===== config.mk =====
export PLATFORM = sky130hd
export DESIGN_NAME = button_press_qualifier_top
export DESIGN_NICKNAME = d
export VERILOG_FILES = /design/src/rtl/bpq_pkg.sv /design/src/rtl/button_press_qualifier_top.sv /design/src/rtl/bpq_cell.sv
export SDC_FILE = /design/constraint.sdc
export NUM_CORES = 1
export LEC_CHECK = 0
export BUFFER_PORTS_ARGS = -buffer_cell sky130_fd_sc_hd__buf_2
export CAP_MARGIN = 20
export CORE_AREA = 2 2 166 184
export CTS_BUF_LIST = sky130_fd_sc_hd__clkbuf_8
export CTS_CLUSTER_SIZE = 16
export DETAILED_ROUTE_END_ITERATION = 10
export DIE_AREA = 0 0 168 186
export GPL_TIMING_DRIVEN = 0
export PLACE_DENSITY_LB_ADDON = 0.25
export SLEW_MARGIN = 10
export SYNTH_ARGS = -nofsm -noshare
export SYNTH_HDL_FRONTEND = slang
export SYNTH_SLANG_ARGS = --single-unit

===== constraint.sdc =====
create_clock -name aclk -period 5.65 [get_ports aclk]
set_input_delay 0.2825 -clock aclk [delete_from_list [all_inputs] [get_ports aclk]]
set_output_delay 0.2825 -clock aclk [all_outputs]
set_load 0.01 [all_outputs]

===== src/rtl/bpq_pkg.sv =====
// Package for the button press qualifier: constants, codes and link types.
package bpq_pkg;

    localparam int NumButtons   = 4;
    localparam int ButtonIdxW   = 2;
    localparam int TimeW        = 32;
    localparam int DelayW       = 16;

    localparam logic [DelayW-1:0] RearmDelayReset = 16'd15;

    // Input word kinds carried on tuser
    localparam logic CmdSample = 1'b0;
    localparam logic CmdTake   = 1'b1;

    // Packed widths of the stream words
    localparam int InDataW  = 40;   // levels + now_ms, padded to bytes
    localparam int OutDataW = 40;   // pending, button, time, accepted, locks

    // Common control fanned out to every cell
    typedef struct packed {
        logic                  sample;
        logic                  holder_full;
        logic [NumButtons-1:0] levels;
        logic [TimeW-1:0]      now_ms;
        logic [DelayW-1:0]     rearm_delay;
    } cell_ctl_t;

    // Link handed from one cell to the next higher one
    typedef struct packed {
        logic fall_seen;
    } cell_link_t;

endpackage


===== src/rtl/button_press_qualifier_top.sv =====
// Top level of the button press qualifier: cell chain, event holder, output register.
//
//  channel | dir | handshake          | contents
//  s_      | in  | s_tvalid/s_tready  | tdata: levels, now_ms; tuser: cmd
//  m_      | out | m_tvalid/m_tready  | tdata: pending, button, time, accepted, locks
//  cfg_    | in  | cfg_wr_en          | cfg_wr_data: rearm_delay
//
// One word per cycle while s_tready is high; its result shows in the next cycle.
// The four cells decide in the same cycle; the falling-edge priority ripples
// through the cell links. Reset (aresetn low, synchronous) releases all buttons,
// clears locks, release times and the holder, and sets rearm_delay to 15.
// s_tready is low only while a result waits in the output register and m_tready is low.
module button_press_qualifier_top (
    input  logic                          aclk,
    input  logic                          aresetn,
    input  logic                          s_tvalid,
    output logic                          s_tready,
    // [3:0] levels, [35:4] now_ms, [39:36] zero
    input  logic [bpq_pkg::InDataW-1:0]   s_tdata,
    // [0] cmd
    input  logic                          s_tuser,
    output logic                          m_tvalid,
    input  logic                          m_tready,
    // [0] event_pending, [2:1] event_button, [34:3] event_time,
    // [35] accepted_now, [39:36] locked_buttons
    output logic [bpq_pkg::OutDataW-1:0]  m_tdata,
    input  logic                          cfg_wr_en,
    input  logic [bpq_pkg::DelayW-1:0]    cfg_wr_data
);

    logic                                 s_accept;
    logic                                 take;
    logic [bpq_pkg::DelayW-1:0]           rearm_delay_reg;
    bpq_pkg::cell_ctl_t                   ctl;
    bpq_pkg::cell_link_t                  links [bpq_pkg::NumButtons+1];
    logic [bpq_pkg::NumButtons-1:0]       grants;
    logic [bpq_pkg::NumButtons-1:0]       locks_next;
    logic [bpq_pkg::ButtonIdxW-1:0]       grant_idx;
    logic                                 any_grant;

    logic                                 hold_full_reg, hold_full_next;
    logic [bpq_pkg::ButtonIdxW-1:0]       hold_btn_reg, hold_btn_next;
    logic [bpq_pkg::TimeW-1:0]            hold_time_reg, hold_time_next;

    logic                                 m_valid_reg;
    logic [bpq_pkg::OutDataW-1:0]         m_data_reg;

    assign s_tready = ~m_valid_reg | m_tready;
    assign s_accept = s_tvalid & s_tready;
    assign take     = s_accept & (s_tuser == bpq_pkg::CmdTake);

    // Configuration register
    always_ff @(posedge aclk) begin
        if (!aresetn) begin
            rearm_delay_reg <= bpq_pkg::RearmDelayReset;
        end else if (cfg_wr_en) begin
            rearm_delay_reg <= cfg_wr_data;
        end
    end

    // Control shared by all cells
    assign ctl.sample      = s_accept & (s_tuser == bpq_pkg::CmdSample);
    assign ctl.holder_full = hold_full_reg;
    assign ctl.levels      = s_tdata[bpq_pkg::NumButtons-1:0];
    assign ctl.now_ms      = s_tdata[bpq_pkg::NumButtons +: bpq_pkg::TimeW];
    assign ctl.rearm_delay = rearm_delay_reg;

    assign links[0].fall_seen = 1'b0;

    // Chain of button cells, lowest index first
    for (genvar i = 0; i < bpq_pkg::NumButtons; i++) begin : g_cell
        bpq_cell u_cell (
            .aclk      (aclk),
            .aresetn   (aresetn),
            .ctl       (ctl),
            .level     (ctl.levels[i]),
            .link_in   (links[i]),
            .link_out  (links[i+1]),
            .grant     (grants[i]),
            .lock_next (locks_next[i])
        );
    end

    // At most one grant; encode its index
    always_comb begin
        grant_idx = '0;
        for (int i = 0; i < bpq_pkg::NumButtons; i++) begin
            if (grants[i]) begin
                grant_idx = grant_idx | bpq_pkg::ButtonIdxW'(i);
            end
        end
    end
    assign any_grant = |grants;

    // Event holder
    always_comb begin
        hold_full_next = hold_full_reg;
        hold_btn_next  = hold_btn_reg;
        hold_time_next = hold_time_reg;
        if (take) begin
            hold_full_next = 1'b0;
            hold_btn_next  = '0;
            hold_time_next = '0;
        end else if (any_grant) begin
            hold_full_next = 1'b1;
            hold_btn_next  = grant_idx;
            hold_time_next = ctl.now_ms;
        end
    end

    always_ff @(posedge aclk) begin
        if (!aresetn) begin
            hold_full_reg <= 1'b0;
            hold_btn_reg  <= '0;
            hold_time_reg <= '0;
        end else begin
            hold_full_reg <= hold_full_next;
            hold_btn_reg  <= hold_btn_next;
            hold_time_reg <= hold_time_next;
        end
    end

    // Output register
    always_ff @(posedge aclk) begin
        if (!aresetn) begin
            m_valid_reg <= 1'b0;
        end else if (s_accept) begin
            m_valid_reg <= 1'b1;
        end else if (m_tready) begin
            m_valid_reg <= 1'b0;
        end
    end

    always_ff @(posedge aclk) begin
        if (s_accept) begin
            m_data_reg <= {locks_next, any_grant, hold_time_next, hold_btn_next,
                           hold_full_next};
        end
    end

    assign m_tvalid = m_valid_reg;
    assign m_tdata  = m_data_reg;

    // A new event always leaves the holder full
    a_accept_pending: assert property (@(posedge aclk) disable iff (!aresetn)
        m_tvalid && m_tdata[35] |-> m_tdata[0])
        else $error("accepted_now without event_pending");

    // Only one cell may win a sample
    a_one_grant: assert property (@(posedge aclk) disable iff (!aresetn)
        $onehot0(grants))
        else $error("more than one cell granted");

    // A take empties the holder
    a_take_clears: assert property (@(posedge aclk) disable iff (!aresetn)
        take |=> !hold_full_reg)
        else $error("holder still full after take");

    // A full holder blocks every grant
    a_full_blocks: assert property (@(posedge aclk) disable iff (!aresetn)
        hold_full_reg |-> grants == '0)
        else $error("grant while holder full");

endmodule


===== src/rtl/bpq_cell.sv =====
// One button cell: previous level, lock bit and release time for one button.
module bpq_cell (
    input  logic                aclk,
    input  logic                aresetn,
    input  bpq_pkg::cell_ctl_t  ctl,
    input  logic                level,
    input  bpq_pkg::cell_link_t link_in,
    output bpq_pkg::cell_link_t link_out,
    output logic                grant,
    output logic                lock_next
);

    logic                          prev_reg, prev_next;
    logic                          lock_reg;
    logic [bpq_pkg::TimeW-1:0]     rel_reg, rel_next;
    logic [bpq_pkg::TimeW-1:0]     elapsed;
    logic                          fall, rise, delay_ok;

    // Edge detect against the previous sample
    assign fall = prev_reg & ~level;
    assign rise = ~prev_reg & level;

    // Wrapping elapsed time since the last release
    assign elapsed  = ctl.now_ms - rel_reg;
    assign delay_ok = elapsed >= {{(bpq_pkg::TimeW-bpq_pkg::DelayW){1'b0}}, ctl.rearm_delay};

    // Only the lowest falling edge may win; cells above see it through the link
    assign grant = ctl.sample & fall & ~link_in.fall_seen & ~lock_reg
                   & delay_ok & ~ctl.holder_full;
    assign link_out.fall_seen = link_in.fall_seen | fall;

    // Release clears the lock after the press decision
    always_comb begin
        lock_next = lock_reg;
        rel_next  = rel_reg;
        prev_next = prev_reg;
        if (ctl.sample) begin
            prev_next = level;
            if (rise) begin
                lock_next = 1'b0;
                rel_next  = ctl.now_ms;
            end else if (grant) begin
                lock_next = 1'b1;
            end
        end
    end

    always_ff @(posedge aclk) begin
        if (!aresetn) begin
            prev_reg <= 1'b1;
            lock_reg <= 1'b0;
            rel_reg  <= '0;
        end else begin
            prev_reg <= prev_next;
            lock_reg <= lock_next;
            rel_reg  <= rel_next;
        end
    end

endmodule


======== After elaboration in Yosys (flattened, before gate mapping) ========
Index checks and enable logic that the tools add are counted.
cells by class
  add/sub/neg operators ................... 4
  order comparisons ....................... 4
  muxes and demuxes ....................... 23
  bitwise operators ....................... 51
  reduce and logical (&&, ||, !) cells .... 6
operators with widths
  operator                                          count
  32-bit by 16-bit >= comparator with 1-bit output  4
  32-bit subtractor                                 4
  32-bit 2-to-1 mux                                 2
  1-bit bitwise AND                                 30
  1-bit NOT                                         18
  1-bit 2-to-1 mux                                  17
  2-bit 2-to-1 mux                                  4
  2-bit AND reduction                               4
  4-bit OR reduction                                1
  1-bit OR                                          3
  2-bit nonzero test                                1
storage, ports and cells
  register bits after elaboration ......... 228
  logic and storage cells ................. 106

======== Depth between registers and ports, before layout ========
  depth after elaboration ................. 14
  mapped depth ............................ 25

======== Modules after synthesis ========
From an unflattened synthesis, not the netlist that was laid out.
unflattened totals
  cell total of the unflattened synthesis .. 2395
  area total of the unflattened synthesis .. 18343.8 um^2
by module, submodules not included
  module                            times used  cells an instance  area an instance (um^2)  sequential area each (um^2)
  bpq_cell at g_cell[1].u_cell ...  2           537                3654.8                   680.7
  bpq_cell at g_cell[0].u_cell      1           543                4031.4                   680.7
  bpq_cell at g_cell[3].u_cell      1           522                3774.9                   680.7
  button_press_qualifier_top        1           256                3228.1                   2242.2

======== Worst setup path after synthesis ========
Ideal clock, no wire load.
  path type ............................... in2reg
  start ................................... in s_tdata[4] (netlist name)
  end ..................................... reg m_data_reg, in the netlist m_tdata[0] (data pin)
  library setup time ...................... 254 ps
  arrival time ............................ 4532 ps
  required time ........................... 5396 ps
  setup slack ............................. 863 ps
  stages .................................. 21
  cells stage by stage .................... inv_1 > ha_1 > fa_1 > and2b_1 > o2111ai_2 > a211o_1 > nand2_1 > xor2_1 > ha_1 > a32o_1 > a2111oi_0 > o311ai_1 > nor4_1 > nand3_1 > a2111oi_2 > nand4_1 > o31ai_4 > nand3_2 > buf_6 > buf_6 > o21a_1
between the ends
  cells in the longest elaborated chain, start to end .. 7
  elaborated cells between the ends (all ways) .. 19
  those cells by class .................... add/sub: 4; order compare: 4; mux: 2; bitwise: 8; reduce/logical: 1
RTL lines
  item                                              RTL line                           source
  from (decl)                                       button_press_qualifier_top.sv:19   input logic [bpq_pkg::InDataW-1:0] s_tdata,
  32-bit subtractor                                 bpq_cell.sv:24                     assign elapsed = ctl.now_ms - rel_reg;
  32-bit by 16-bit >= comparator with 1-bit output  bpq_cell.sv:25                     assign delay_ok = elapsed >= {{(bpq_pkg::TimeW-bpq_pkg::DelayW){1'b0}}, ctl.rearm_delay};
  1-bit bitwise AND (2 in a row)                    bpq_cell.sv:29                     & delay_ok & ~ctl.holder_full;
  4-bit OR reduction (*)                            button_press_qualifier_top.sv:93   assign any_grant = |grants;
  net any_grant                                     button_press_qualifier_top.sv:39   logic any_grant;
  1-bit 2-to-1 mux (*)                              button_press_qualifier_top.sv:104  end else if (any_grant) begin
  1-bit 2-to-1 mux (*)                              button_press_qualifier_top.sv:100  if (take) begin
  net hold_full_next                                button_press_qualifier_top.sv:41   logic hold_full_reg, hold_full_next;
  to (signal assigned)                              button_press_qualifier_top.sv:136  m_data_reg <= {locks_next, any_grant, hold_time_next, hold_btn_next,
  to (decl)                                         button_press_qualifier_top.sv:46   logic [bpq_pkg::OutDataW-1:0] m_data_reg;
Mark *: on every way through the listed nets, which the timed path passes. The rest lies on a longest branch.
A chain may end at the register's enable or synchronous reset.

======== Worst setup path after layout ========
  start ................................... reg g_cell[0].u_cell.rel_reg[4] (netlist name)
  end ..................................... reg m_data_reg, in the netlist m_tdata[0] (data pin)
between the ends
  cells in the longest elaborated chain, start to end .. 7
RTL lines
  item                                              RTL line                           source
  from (decl)                                       bpq_cell.sv:15                     logic [bpq_pkg::TimeW-1:0] rel_reg, rel_next;
  from (signal assigned)                            bpq_cell.sv:56                     rel_reg <= rel_next;
  32-bit subtractor                                 bpq_cell.sv:24
  32-bit by 16-bit >= comparator with 1-bit output  bpq_cell.sv:25
  1-bit bitwise AND (2 in a row)                    bpq_cell.sv:29
  4-bit OR reduction                                button_press_qualifier_top.sv:93
  net any_grant                                     button_press_qualifier_top.sv:39
  1-bit 2-to-1 mux                                  button_press_qualifier_top.sv:104
  1-bit 2-to-1 mux                                  button_press_qualifier_top.sv:100
  net hold_full_next                                button_press_qualifier_top.sv:41
The timed path passes the listed nets, and every way through them passes these cells.

==> impl_metrics.toml <==
[drt]
post_drt_wl_per_cell_um = 19.9
routed_wl_mm = 59.4
drtIter0Drc = 1738
drc = 0
first_pass_iters = 5
via_per_inst = 6.23
via_count = 18600
antenna_left = 0

[sta]
period_needed_ns = 5.44
max_freq_mhz = 184
slew_headroom_pct = 25.3
setup_ws_ns = 0.206
hold_viol_final = 0
tightest_slew_ns = 1.10
period_share_pct = 96.4
fin_tns_setup_ns = 0
setup_violations = 0
slew_violations = 0
finClkSkew_ns = 0.0660
hold_slack_ns = 0.0496

[place]
placed_cells = 2889
gp_congestion = 0.986
preCtsSetupSlack_ns = -0.428
io_buffers = 96
dp_hpwl_mm = 43.6

[clock_tree]
cts-buffers-inserted = 40
cts_tree = "done"
clk_path_buf_depth = 3
clkSlewWorstSetupHoldPaths_ns = 0.06
cts_max_level = 2
clkSinkCount = 228
insertion_delay_ns = 0.62
cts_root_buffer = "clkbuf_8"

[critical_path]
r2r_start = "g_cell[0].u_cell.rel_reg[4]"
max_stage_delay_ns = 0.37
crit_path_max_fanout = 10
crit_path_top_delay_cell = "ha_1"
cp_data_arrival_time_ns = 5.78
startpoint_type = "flop"
critPathCaptureType = "flop"
path_class = "reg -> reg"
crit_start = "g_cell[0].u_cell.rel_reg[4]"
worstPathCellList = "inv_1 -> ha_1 -> a21o_1 -> a31oi_2 -> a31oi_2 -> a31o_2 -> nor2_2 -> xnor2_1 -> ha_1 -> a32o_1 -> a2111oi_2 -> o311ai_1 -> nor4_1 -> nand3_1 -> a2111oi_4 -> nand4_1 -> o31ai_4 -> buf_4 -> nand3_2 -> buf_6 -> buf_6 -> o21a_1"
cp_top_family = "compound AO/OA/AOI/OAI gates"
crit_required_ns = 5.98
critPathBufInv = 4

[synth]
synthesis.area_um2 = 18600
netlist_instances = 2417
seq_area_frac_synth_pct = 26.7
synth_seq_cells = 228
synthArstFlopShare_pct = 0
synth.distinct_cells = 83
synth_edf_count = 40
ys_warn_count = 0
synth_ff_type = "dfxtp_1"
syn_nets = 2671
avgSynthCellArea_um2 = 7.69

[global_route]
grt_max_degree = 42
track_usage_pct = 37.4
grt_pass1_wl_mm = 92.0
grt-ovfl-total = 0
grt_pass1_vias = 17700
antenna_found_initial = 1

[floorplanning]
coreArea_um2 = 29300
start_util_pct = 63.4
die_area_um2 = 31200
die_height_um = 186
pin_count = 104
rows = 66
die_x_um = 168

[hold_path]
hp-class = "in -> reg"
min_from = "s_tdata[4]"

[power]
ir_worst_vdd_mv = 0.177
clkPwrFrac_pct = 36.3
p_sw_mw = 1.55
power.total_mw = 4.66
power.density_nw_per_um2 = 224
seqPwrFrac_pct = 37.3
p_comb_share_pct = 26.4
switching_share_pct = 33.2
intPower_mw = 3.12
p_leak_nw = 7.96

[cells_and_area]
diodes = 0
final_cells = 2986
drive_gt1_share_pct = 8.58
largest_reg_flops = 128
area_delta_synth_final_pct = 11.8
nets = 2834

[flow_run]
drv_cap = 0

[status]
status = "finished clean"
power by group through the flow:
stage / Sequential (mW) / Combinational (mW) / Clock, mW
floorplan: 1.78 / 0.806 / 0
global placement: 1.77 / 1.13 / 0
detailed placement: 1.77 / 1.17 / 0
CTS: 1.74 / 1.19 / 1.70
global route: 1.74 / 1.35 / 1.77
finish: 1.74 / 1.23 / 1.69
final timing paths:
path | to | slack [ns] | cells after the start
worst max register to register | m_tdata[0] | 0.21 | 22
worst min register to register | g_cell[1].u_cell.rel_reg[7] | 0.46 | 2
worst min-delay path | g_cell[3].u_cell.rel_reg[0] | 0.05 | 3
worst max-delay path | m_tdata[0] | 0.21 | 22
cell usage in the layout, fill, tap and decap left out, types with 7 or more instances in the layout:
cell           netlist  routed
nand3b_1             8       8
a2111oi_0            9       7
or3_1               13      13
ha_1               188     188
a21oi_1            169     168
nor4_1              12      11
o21ai_0             91      87
nand4_1             39      39
clkbuf_8             0      49
buf_2               10     108
and2_1              16      16
xnor2_1             45      45
a211oi_1            21      21
mux2i_1             90      90
and3_1              11      11
a21o_1              42      42
dfxtp_1            188     188
edfxtp_1            40      40
a31oi_1             20      17
nor3b_1              7       7
xor2_1              35      35
o21bai_1            11      11
inv_1              206     214
o21a_1              29      29
nor2_1             107     106
clkbuf_1            92      92
or2_2               12      12
nor4b_1              7       7
o21ai_1              3       7
nand2_1            429     429
nand3_1            101     101
nand2b_1            18      18
o211ai_1            14      14
o2111ai_1           12      10
nor2b_1             29      29
nor3_1              34      34
dlygate4sd3_1        0      21
a21boi_0           137     137
per-layer routing:
layer,vias up,track usage (%),wire length (µm)
met5,-,0,0
met4,0,27.3,4650
met3,236,7.61,5150
met2,816,61.0,26300
met1,8674,44.1,23300
li1,8890,-,-
cells by family after synthesis:
family	count (synthesis)	synth area share (%)
DFF	228	26.7
muxes	96	5.21
and+or+nand+nor	867	21.6
AOI/OAI and AO/OA	639	23.0
xor gates and xnor gates	81	3.86
adders and majority gates	192	13.1
buffers and inverters	314	6.59
per-stage QoR:
step / instance area, µm² / utilization, %
6_report: 20800 / 70.9
3_3_place_gp: 19500 / 66.7
3_5_place_dp: 19600 / 66.7
5_1_grt: 20800 / 70.9
2_1_floorplan: 18600 / -
4_1_cts: 20700 / 70.5
area by class of cell:
type                            count  area (µm²)
Multi-Input combinational cell   1875       12500
Fill cell                        2424        8530
Sequential cell                   228        4960
Inverter                          206         773
Timing Repair Buffer              121         716
Clock buffer                       49         674
Tap cell                          374         468
Buffer                            108         452
Clock inverter                     25         210
Yosys cell counts, drive strengths merged (13+ instances only):
cell type	number	area, µm²
a21boi	137	1030
nand4	39	244
nor2	107	402
a21o	42	315
o2111ai	13	120
a31oi	20	125
nand3	102	515
o21ai	94	470
xor2	36	323
or3	13	81.3
nor2b	29	181
nand2b	18	113
clkbuf	92	345
o21a	29	218
o211ai	14	105
and2	16	100
dfxtp	188	3760
nand2	429	1610
mux2i	90	901
buf	16	106
a211oi	23	183
edfxtp	40	1200
xnor2	45	394
ha	188	2350
inv	206	773
nor3	34	170
a21oi	169	846
tightest hold or removal path: cells and delay by family:
kind	cells	cell delay, ns
compound gates	1	0.07
buf+inv	1	0.17
simple gates	1	0.07
timing repair:
| item | CTS | global route |
|---|---|---|
| hold buffers | 21 | 0 |
| endpoints found under the setup margin | 34 | 68 |
| setup buffers | 2 | 0 |
| pin swaps | 1 | 3 |
| endpoints found under the hold margin | 21 | 0 |
| gates resized for setup | 1 | 23 |
Note: power is estimated with default switching activity, not from simulation.
